File: config.mk
export PLATFORM = sky130hd
export DESIGN_NAME = line_pattern_match_filter
export DESIGN_NICKNAME = d
export VERILOG_FILES = /design/src/design/lpmf_pkg.sv /design/src/design/lpmf_match.sv /design/src/design/line_pattern_match_filter.sv
export SDC_FILE = /design/constraint.sdc
export NUM_CORES = 1
export LEC_CHECK = 0
export ABC_AREA = 1
export BUFFER_PORTS_ARGS = -buffer_cell sky130_fd_sc_hd__buf_2
export CORE_MARGIN = 5
export CORE_UTILIZATION = 23
export CTS_BUF_LIST = sky130_fd_sc_hd__clkbuf_4 sky130_fd_sc_hd__clkbuf_8
export DETAILED_ROUTE_END_ITERATION = 8
export GPL_ROUTABILITY_DRIVEN = 0
export SYNTH_ARGS = -nofsm -noshare
export SYNTH_HDL_FRONTEND = slang
export SYNTH_SLANG_ARGS = --single-unit
File: constraint.sdc
create_clock -name clk -period 3.08 [get_ports clk]
set_input_delay 0.308 -clock clk [delete_from_list [all_inputs] [get_ports clk]]
set_output_delay 0.308 -clock clk [all_outputs]
set_load 0.005 [all_outputs]
File: src/design/lpmf_pkg.sv
// Package: shared types, constants and register codes for the line pattern match filter.
`timescale 1ns / 1ps

package lpmf_pkg;

	localparam int MAX_PATTERN_DEF = 8;
	localparam int LEN_W           = 4;
	localparam int PBYTES_W        = 64;
	localparam int DATA_W          = 64;
	localparam int ADDR_W          = 5;
	localparam int REG_IDX_W       = 2;
	localparam int LINE_W          = 10;
	localparam int TOTAL_W         = 32;

	localparam logic [LINE_W-1:0]  LINE_MAX  = '1;
	localparam logic [TOTAL_W-1:0] TOTAL_MAX = '1;

	localparam logic [1:0] MODE_COUNT  = 2'd0;
	localparam logic [1:0] MODE_SELECT = 2'd1;
	localparam logic [1:0] MODE_INVERT = 2'd2;

	localparam logic [REG_IDX_W-1:0] REG_MODE    = 2'd0;
	localparam logic [REG_IDX_W-1:0] REG_PLEN    = 2'd1;
	localparam logic [REG_IDX_W-1:0] REG_PBYTES  = 2'd2;

	typedef struct packed {
		logic [7:0] text_byte;
		logic       line_end;
	} text_t;

	typedef struct packed {
		logic [LINE_W-1:0]  line_hits;
		logic [TOTAL_W-1:0] total_hits;
		logic               line_matched;
		logic               line_selected;
	} result_t;

endpackage

File: src/design/lpmf_match.sv
// Parallel compare of the byte window against the configured pattern.
`timescale 1ns / 1ps

module lpmf_match #(
	parameter int MAX_PATTERN = lpmf_pkg::MAX_PATTERN_DEF
) (
	input  logic [MAX_PATTERN-1:0][7:0]              window,
	input  logic [$clog2(MAX_PATTERN+1)-1:0]         fill,
	input  logic [lpmf_pkg::LEN_W-1:0]               pattern_length,
	input  logic [lpmf_pkg::PBYTES_W-1:0]            pattern_bytes,
	output logic                                     hit
);
	import lpmf_pkg::*;

	logic [LEN_W-1:0]       alen;
	logic [MAX_PATTERN-1:0] eq;

	// lengths above the window size clamp to the window size
	assign alen = (pattern_length > LEN_W'(MAX_PATTERN)) ? LEN_W'(MAX_PATTERN) : pattern_length;

	// eq[k]: last k+1 bytes equal the first k+1 pattern bytes, oldest first
	always_comb begin
		for (int k = 0; k < MAX_PATTERN; k++) begin
			eq[k] = 1'b1;
			for (int i = 0; i <= k; i++) begin
				if (window[k-i] != pattern_bytes[8*i +: 8]) begin
					eq[k] = 1'b0;
				end
			end
		end
	end

	always_comb begin
		hit = 1'b0;
		for (int k = 0; k < MAX_PATTERN; k++) begin
			if (alen == LEN_W'(k + 1) && eq[k]) begin
				hit = 1'b1;
			end
		end
		if (alen == '0 || LEN_W'(fill) < alen) begin
			hit = 1'b0;
		end
	end

endmodule

File: src/design/line_pattern_match_filter.sv
// Top level: line-framed substring counter with match / invert line selection.
//
//  channel  | handshake                  | payload
//  ---------+----------------------------+------------------------------------
//  text     | text_valid / text_stall    | text_byte, line_end
//  result   | result_valid / result_stall| line_hits, total_hits, matched, sel
//  config   | APB psel/penable/pwrite    | mode @0, pattern_length @8, bytes @16
//
//  One byte per cycle sustained. Path: input register, then window compare and
//  counter update into the result register. Only bytes with line_end wait on a
//  stalled result register; other bytes always drain. arst_n resets control
//  state and the config registers; pattern_length resets to 1.
`timescale 1ns / 1ps

module line_pattern_match_filter #(
	parameter int MAX_PATTERN = lpmf_pkg::MAX_PATTERN_DEF
) (
	input  logic                           clk,
	input  logic                           arst_n,
	input  logic                           text_valid,
	output logic                           text_stall,
	input  lpmf_pkg::text_t                text,
	output logic                           result_valid,
	input  logic                           result_stall,
	output lpmf_pkg::result_t              result,
	input  logic                           psel,
	input  logic                           penable,
	input  logic                           pwrite,
	input  logic [lpmf_pkg::ADDR_W-1:0]    paddr,
	input  logic [lpmf_pkg::DATA_W-1:0]    pwdata,
	output logic [lpmf_pkg::DATA_W-1:0]    prdata,
	output logic                           pready
);
	import lpmf_pkg::*;

	localparam int FILL_W = $clog2(MAX_PATTERN + 1);

	logic [1:0]          mode_q;
	logic [LEN_W-1:0]    plen_q;
	logic [PBYTES_W-1:0] pbytes_q;
	logic [REG_IDX_W-1:0] reg_idx;
	logic                cfg_wr;

	logic  valid_s1;
	text_t text_s1;
	logic  out_free;
	logic  advance;
	logic  take;

	logic [MAX_PATTERN-1:0][7:0] window_q;
	logic [MAX_PATTERN-1:0][7:0] win_next;
	logic [FILL_W-1:0]           fill_q;
	logic [FILL_W-1:0]           fill_next;
	logic                        hit;

	logic [LINE_W-1:0]  line_q;
	logic [LINE_W-1:0]  line_next;
	logic [TOTAL_W-1:0] total_q;
	logic [TOTAL_W-1:0] total_next;
	logic               matched;
	logic               selected;

	logic    result_valid_q;
	result_t result_q;

	// configuration port
	assign pready  = 1'b1;
	assign reg_idx = paddr[ADDR_W-1:3];
	assign cfg_wr  = psel & penable & pwrite & pready;

	always_ff @(posedge clk or negedge arst_n) begin
		if (!arst_n) begin
			mode_q   <= MODE_COUNT;
			plen_q   <= LEN_W'(1);
			pbytes_q <= '0;
		end else if (cfg_wr) begin
			case (reg_idx)
				REG_MODE:   mode_q   <= pwdata[1:0];
				REG_PLEN:   plen_q   <= pwdata[LEN_W-1:0];
				REG_PBYTES: pbytes_q <= pwdata[PBYTES_W-1:0];
				default: ;
			endcase
		end
	end

	always_comb begin
		case (reg_idx)
			REG_MODE:   prdata = DATA_W'(mode_q);
			REG_PLEN:   prdata = DATA_W'(plen_q);
			REG_PBYTES: prdata = DATA_W'(pbytes_q);
			default:    prdata = '0;
		endcase
	end

	// input register and flow control
	assign out_free   = ~result_valid_q | ~result_stall;
	assign advance    = valid_s1 & (~text_s1.line_end | out_free);
	assign text_stall = valid_s1 & ~advance;
	assign take       = text_valid & ~text_stall;

	always_ff @(posedge clk or negedge arst_n) begin
		if (!arst_n) begin
			valid_s1 <= 1'b0;
		end else if (take) begin
			valid_s1 <= 1'b1;
		end else if (advance) begin
			valid_s1 <= 1'b0;
		end
	end

	always_ff @(posedge clk) begin
		if (take) begin
			text_s1 <= text;
		end
	end

	// window shift and match
	always_comb begin
		win_next[0] = text_s1.text_byte;
		for (int i = 1; i < MAX_PATTERN; i++) begin
			win_next[i] = window_q[i-1];
		end
	end

	assign fill_next = (fill_q == FILL_W'(MAX_PATTERN)) ? fill_q : fill_q + 1'b1;

	lpmf_match #(
		.MAX_PATTERN(MAX_PATTERN)
	) u_match (
		.window         (win_next),
		.fill           (fill_next),
		.pattern_length (plen_q),
		.pattern_bytes  (pbytes_q),
		.hit            (hit)
	);

	assign line_next  = line_q + LINE_W'(hit && line_q != LINE_MAX);
	assign total_next = total_q + TOTAL_W'(hit && total_q != TOTAL_MAX);
	assign matched    = line_next != '0;
	assign selected   = (mode_q == MODE_SELECT && matched) ||
	                    (mode_q == MODE_INVERT && !matched);

	always_ff @(posedge clk) begin
		if (advance) begin
			window_q <= win_next;
		end
	end

	always_ff @(posedge clk or negedge arst_n) begin
		if (!arst_n) begin
			fill_q  <= '0;
			line_q  <= '0;
			total_q <= '0;
		end else if (advance) begin
			fill_q  <= text_s1.line_end ? '0 : fill_next;
			line_q  <= text_s1.line_end ? '0 : line_next;
			total_q <= total_next;
		end
	end

	// result register
	always_ff @(posedge clk or negedge arst_n) begin
		if (!arst_n) begin
			result_valid_q <= 1'b0;
		end else if (advance && text_s1.line_end) begin
			result_valid_q <= 1'b1;
		end else if (!result_stall) begin
			result_valid_q <= 1'b0;
		end
	end

	always_ff @(posedge clk) begin
		if (advance && text_s1.line_end) begin
			result_q.line_hits     <= line_next;
			result_q.total_hits    <= total_next;
			result_q.line_matched  <= matched;
			result_q.line_selected <= selected;
		end
	end

	assign result_valid = result_valid_q;
	assign result       = result_q;

endmodule

Yosys cells after proc, flatten, opt, wreduce, memory -nomap -nowiden
Index checks and enable logic that the tools add are counted.
- register bits: 227
- output and inout port bits: 111
- $add $sub $neg: 3
- order comparisons: 2
- equal/unequal tests: 52
- multiplexer cells: 54
- bitwise gates (word level): 12
- reduce and logical (&&, ||, !) cells: 23
- operators with widths (kind ; number):
    $ne A8 B8 Y1 ; 36
    $pmux W64 S3 ; 1
    $mux W1 ; 49
    $add A32 B1 Y32 ; 1
    $ne A32 B32 Y1 const B ; 1
    $eq A4 B3 Y1 const B ; 4
    $logic_and A1 B1 Y1 ; 13
    $mux W4 ; 3
    $add A10 B1 Y10 ; 1
    $mux W10 ; 1
    $ne A10 B10 Y1 const B ; 1
    $reduce_bool A10 Y1 ; 1
    $eq A4 B2 Y1 const B ; 2
    $eq A4 B4 Y1 const B ; 2
    $reduce_and A2 Y1 ; 3
    $and A1 B1 Y1 ; 5
    $not A1 Y1 ; 5
    $add A4 B1 Y4 const B ; 1
    $eq A2 B1 Y1 const B ; 2
    $eq A2 B2 Y1 const B ; 2
    $eq A4 B1 Y1 const B ; 1
    $gt A4 B4 Y1 const B ; 1
    $logic_not A4 Y1 ; 1
    $lt A4 B4 Y1 ; 1
    other kinds (6) ; 8

Longest topological paths before layout
- depth after elaboration: 19
- gate-level depth with buffers: 27

Modules after synthesis
Synthesis repeated with hierarchy kept, for this count alone.
- cells, all modules: 1925
- area total of the unflattened synthesis: 13997.2 um2
- modules (own cells, without submodules) (module ; times used ; cells each ; area each (um2) ; seq. area each (um2)):
    line_pattern_match_filter ; 1 ; 945 ; 9409.0 ; 6227.2
    lpmf_match ; 1 ; 980 ; 4588.2 ; 0.0

Worst setup path after synthesis
No wires, ideal clock.
- path kind: register to register
- from: reg pbytes_q[3]
- to: reg result_q, in the netlist result[24] (data pin)
- setup time: 266 ps
- arrival: 2661 ps
- slack: 153 ps
- cell stages (with the launch flop): 26
- path buffers: 1
- period minus slack after synthesis: 2927 ps
- cells stage by stage: dfrtp_1 > buf_2 > clkinv_1 > nand2_1 > nand2_1 > nor2_1 > nand2_1 > nor2_1 > nand2_1 > nor2_1 > nand2_1 > nand2_1 > nor2_1 > nand2_1 > nand2_1 > nor2_1 > ha_1 > ha_1 > inv_1 > nor2_2 > nand3_2 > nor2_2 > nand2_2 > nor2_4 > nand4_1 > xnor2_1
- word-level cells in the longest chain between the ends: 14
- elaborated cells between the ends (all ways): 63
- ends and longest elaborated chain (item ; line ; source):
    start: declaration ; line_pattern_match_filter.sv:40 ; logic [PBYTES_W-1:0] pbytes_q;
    start signal: assignment ; line_pattern_match_filter.sv:80 ; REG_PBYTES: pbytes_q <= pwdata[PBYTES_W-1:0];
    $ne A8 B8 Y1 ; lpmf_match.sv:26 ; if (window[k-i] != pattern_bytes[8*i +: 8]) begin
    $mux W1 ; lpmf_match.sv:26 ;
    $logic_and A1 B1 Y1 / $mux W1 (equally long branches) ; lpmf_match.sv:36, lpmf_match.sv:26 ;
    $mux W1, or another cell as far along (6 in series) ; lpmf_match.sv:36 ; if (alen == LEN_W'(k + 1) && eq[k]) begin
    $mux W1 / $logic_and A1 B1 Y1 (equally long branches) ; lpmf_match.sv:36 ;
    $mux W1 * ; lpmf_match.sv:36 ;
    $mux W1 * ; lpmf_match.sv:40 ; if (alen == '0 || LEN_W'(fill) < alen) begin
    $logic_and A1 B1 Y1 * ; line_pattern_match_filter.sv:138 ; assign total_next = total_q + TOTAL_W'(hit && total_q != TOTAL_MAX);
    $add A32 B1 Y32 * ; line_pattern_match_filter.sv:138 ;
    net total_next[22] ; line_pattern_match_filter.sv:59 ; logic [TOTAL_W-1:0] total_next;
    end: declaration ; line_pattern_match_filter.sv:64 ; result_t result_q;
Mark *: on every way through the listed nets, which the timed path passes. The rest lies on a longest branch.
A chain may end at the register's enable or synchronous reset.

Final worst setup path
- from: reg window_q, in the netlist win_next[15]
- to: reg result_q, in the netlist result[21] (data pin)
- word-level cells in the longest chain between the ends: 14
- elaborated cells between the ends (all ways): 38
- ends and longest elaborated chain (item ; line ; source):
    start: declaration ; line_pattern_match_filter.sv:50 ; logic [MAX_PATTERN-1:0][7:0] window_q;
    start signal: assignment ; line_pattern_match_filter.sv:145 ; window_q <= win_next;
    $ne A8 B8 Y1 ; lpmf_match.sv:26 ;
    $mux W1 (2 in series) ; lpmf_match.sv:26 ;
    $logic_and A1 B1 Y1 ; lpmf_match.sv:36 ;
    $mux W1 (6 in series) ; lpmf_match.sv:36 ;
    $mux W1 * ; lpmf_match.sv:36 ;
    $mux W1 * ; lpmf_match.sv:40 ;
    $logic_and A1 B1 Y1 * ; line_pattern_match_filter.sv:138 ;
    $add A32 B1 Y32 * ; line_pattern_match_filter.sv:138 ;
    net total_next[19] ; line_pattern_match_filter.sv:59 ;
Marked as above.

==> run_results.csv <==
group,metric,value,unit
status,status,"finished, violations left",
status,violations,"setup timing",
cts,numCtsBuffers,41,
min_path,hp-class,"in2reg",
min_path,hold_depth,3,
drt,vias,15300,
power_and_ir_drop,total_power,11900,uW
logic_synthesis,ys_top_cells_by_area,"edfxtp_1, dfrtp_1, nand2_1",
worst_setup_path,slowest_stage,"edfxtp_1",
floorplan,dieArea,63500,um^2
logic_synthesis,syn_avg_cell_area,7.38,um^2
sta,timing.fmax,295,MHz
cells_and_area,nets,2519,
global_route,grt_pass1_vias,14900,
sta,period_share,110,%
min_path,min_from,"pwdata[13]",
worst_setup_path,end_kind,"flip-flop",
placed_design,dpl_worst_slack,-0.564,ns
logic_synthesis,synth_cell_types,35,
logic_synthesis,mappedNetlistNets,1920,
cells_and_area,final_cell_mix,"nand2_1, buf_4, nor2_1",
worst_setup_path,reg2reg_to,"result[21]",
logic_synthesis,yosysWarnings,0,
worst_setup_path,startpoint,"win_next[15]",
logic_synthesis,synth_cells,1826,
sta,worst_slew_pin_slew,0.956,ns
sta,hold_viol,0,
cells_and_area,final_common_cell,"nand2_1",
logic_synthesis,syn-cell-area,13500,um^2
cts,clockBufferDepth,3,
floorplan,start_util,23.3,%
global_route,grt-ovfl-total,0,
power_and_ir_drop,ir_worst_vdd,0.333,mV
worst_setup_path,critPathKind,"reg2reg",
cts,clock_latency,0.59,ns
sta,slew_headroom,35.9,%
logic_synthesis,yosysTopAreaCell,"edfxtp_1",
run,drv_cap,0,
floorplan,core_area,57900,um^2
floorplan,die_y,252,um
logic_synthesis,ys_seq_area_share,46.2,%
placed_design,port_buffers,191,
drt,avgRoutedWirePerCell,20.3,um
cts,htree_levels,2,
worst_setup_path,regToRegSetupSlack,-0.32,ns
cts,cts_sinks,227,
drt,routed_wl,65400,um
worst_setup_path,critPathMaxStageDelay,0.43,ns
power_and_ir_drop,powerDensity,582,nW/um^2
sta,finClkSkew,0.0308,ns
sta,drv_slew,0,
drt,first_pass_iters,7,
global_route,antenna_found_initial,4,
cts,tritoncts,"built",
worst_setup_path,crit_arrival,3.71,ns
power_and_ir_drop,leakagePower,0.00973,uW
drt,vias_per_cell,4.75,
cells_and_area,syn_to_final_growth,51.2,%
sta,finalCriticalPeriod,3.40,ns
cts,path_clk_slew,0.06,ns
worst_setup_path,ff2ff_path_depth,23,
sta,fin_ws,-0.315,ns
floorplan,io-pin-count,196,
cts,cts-root-buf,"clkbuf_8",
floorplan,die_x,252,um
worst_setup_path,r2r_start,"win_next[15]",
drt,ant_nets,0,
drt,drtIter0Drc,2053,
worst_setup_path,required,3.39,ns
min_path,holdPathEnd,"pbytes_q[13]",
global_route,grt_pass1_wl,94000,um
logic_synthesis,synth_top_area_share,24.3,%
sta,rsz0062_at_grt,"true",
cells_and_area,drive_above_1_share,30.6,%
floorplan,rows,88,
worst_setup_path,cp_max_fo,7,
drt,drc,0,
sta,setup_violations,66,
worst_setup_path,worstPathCellList,"clkinvlp_4 -> buf_12 -> buf_4 -> nand2_2 -> nand4_1 -> nor2_1 -> nand2_1 -> nor2_1 -> nand2_1 -> nand3_1 -> nor2_1 -> nand2_2 -> nand2_4 -> nor2_4 -> ha_4 -> buf_6 -> nand2_4 -> nor3_4 -> nand2_2 -> nor3_4 -> buf_4 -> nand2_1 -> xnor2_1",
logic_synthesis,yosys_register_bits,227,
global_route,grt_use_total,19.5,%
global_route,grt_max_degree,119,
placed_design,dp_hpwl,49600,um
worst_setup_path,start_kind,"flip-flop",
==> metal layers <==
metal	global-route usage (%)	wire (um)
met1	24.8	25000
met2	30.4	28500
met3	5.47	7620
met4	9.44	4240
met5	0	11
==> worst max path at each step <==
stage	end	slack, ns	cells past startpoint
global placement	total_q[28]	-0.53	25
CTS	result[24]	-0.21	25
global route	total_q[29]	-0.47	25
finish	result[21]	-0.32	23
floorplan	result[24]	0.15	25
detailed placement	total_q[28]	-0.56	25
==> cell usage after synthesis, drive strengths merged <==
master	number
a21oi	6
buf	35
clkbuf	42
clkinv	6
conb	1
dfrtp	117
dfstp	1
edfxtp	109
ha	9
inv	201
nand2	640
nand3	42
nand3b	2
nand4	51
nor2	230
nor3	21
nor3b	1
nor4	2
o211ai	4
o21ai	174
o221ai	3
o22ai	25
xnor2	49
xor2	55
==> area by class of cell <==
cell class	instances	area, um^2
tap	765	957
antenna	3	7.51
multi-input combinational	1315	6810
inverter	207	787
timing repair buffer	633	4660
fill	6115	37500
sequential	227	6230
clock inverter	15	181
clock buffer	61	746
==> registers in the layout (all words and copies together) (netlist names), 4 cells and up <==
name / cells
pbytes_q: 64
win_next: 56
result: 44
total_q: 32
line_q: 10
text_s1: 9
fill_q: 4
plen_q: 4
==> report_power, final <==
part	switching, uW	total [uW]	internal (uW)
Combinational	2620	4480	1860
Sequential	422	4080	3650
Clock	1390	3290	1900
==> critical path, delay by kind of cell (launching register included) <==
kind,cells,cell delay (ns)
and+or+nand+nor,16,1.56
buffers and inverters,5,0.86
DFF,1,0.43
adders and majority gates,1,0.16
xor gates and xnor gates,1,0.15
==> metrics by stage <==
stage | utilization [%] | TNS (ns) | hold WS [ns] | cells | area [um^2]
after floorplan | - | 0 | 0.0124 | 1826 | 13500
after global placement | 30.6 | -21.85 | 0.474 | 3041 | 17700
after detailed placement | 30.6 | -22.00 | 0.476 | 3041 | 17700
after CTS | 34.2 | -4.55 | 0.0282 | 3207 | 19800
after global routing | 35.2 | -18.74 | 0.0186 | 3224 | 20400
final | 35.2 | -10.95 | 0.00848 | 3226 | 20400
==> what timing repair did <==
action                                  in CTS  in global routing
hold buffers                                72                  0
hold endpoints to repair                   190                  0
buffers inserted                            19                 17
pin swaps                                   19                 33
endpoints found under the setup margin      73                 73
gates resized for setup                     81                 92
==> kinds of logic after synthesis <==
| group | share of synthesized area, % |
|---|---|
| buf+inv | 8.25 |
| other cells | 0.0278 |
| compound gates | 8.26 |
| xor+xnor | 6.76 |
| flops | 46.2 |
| fa+ha+maj | 0.836 |
| simple gates | 29.7 |
Power figures use the tool's default switching activity.
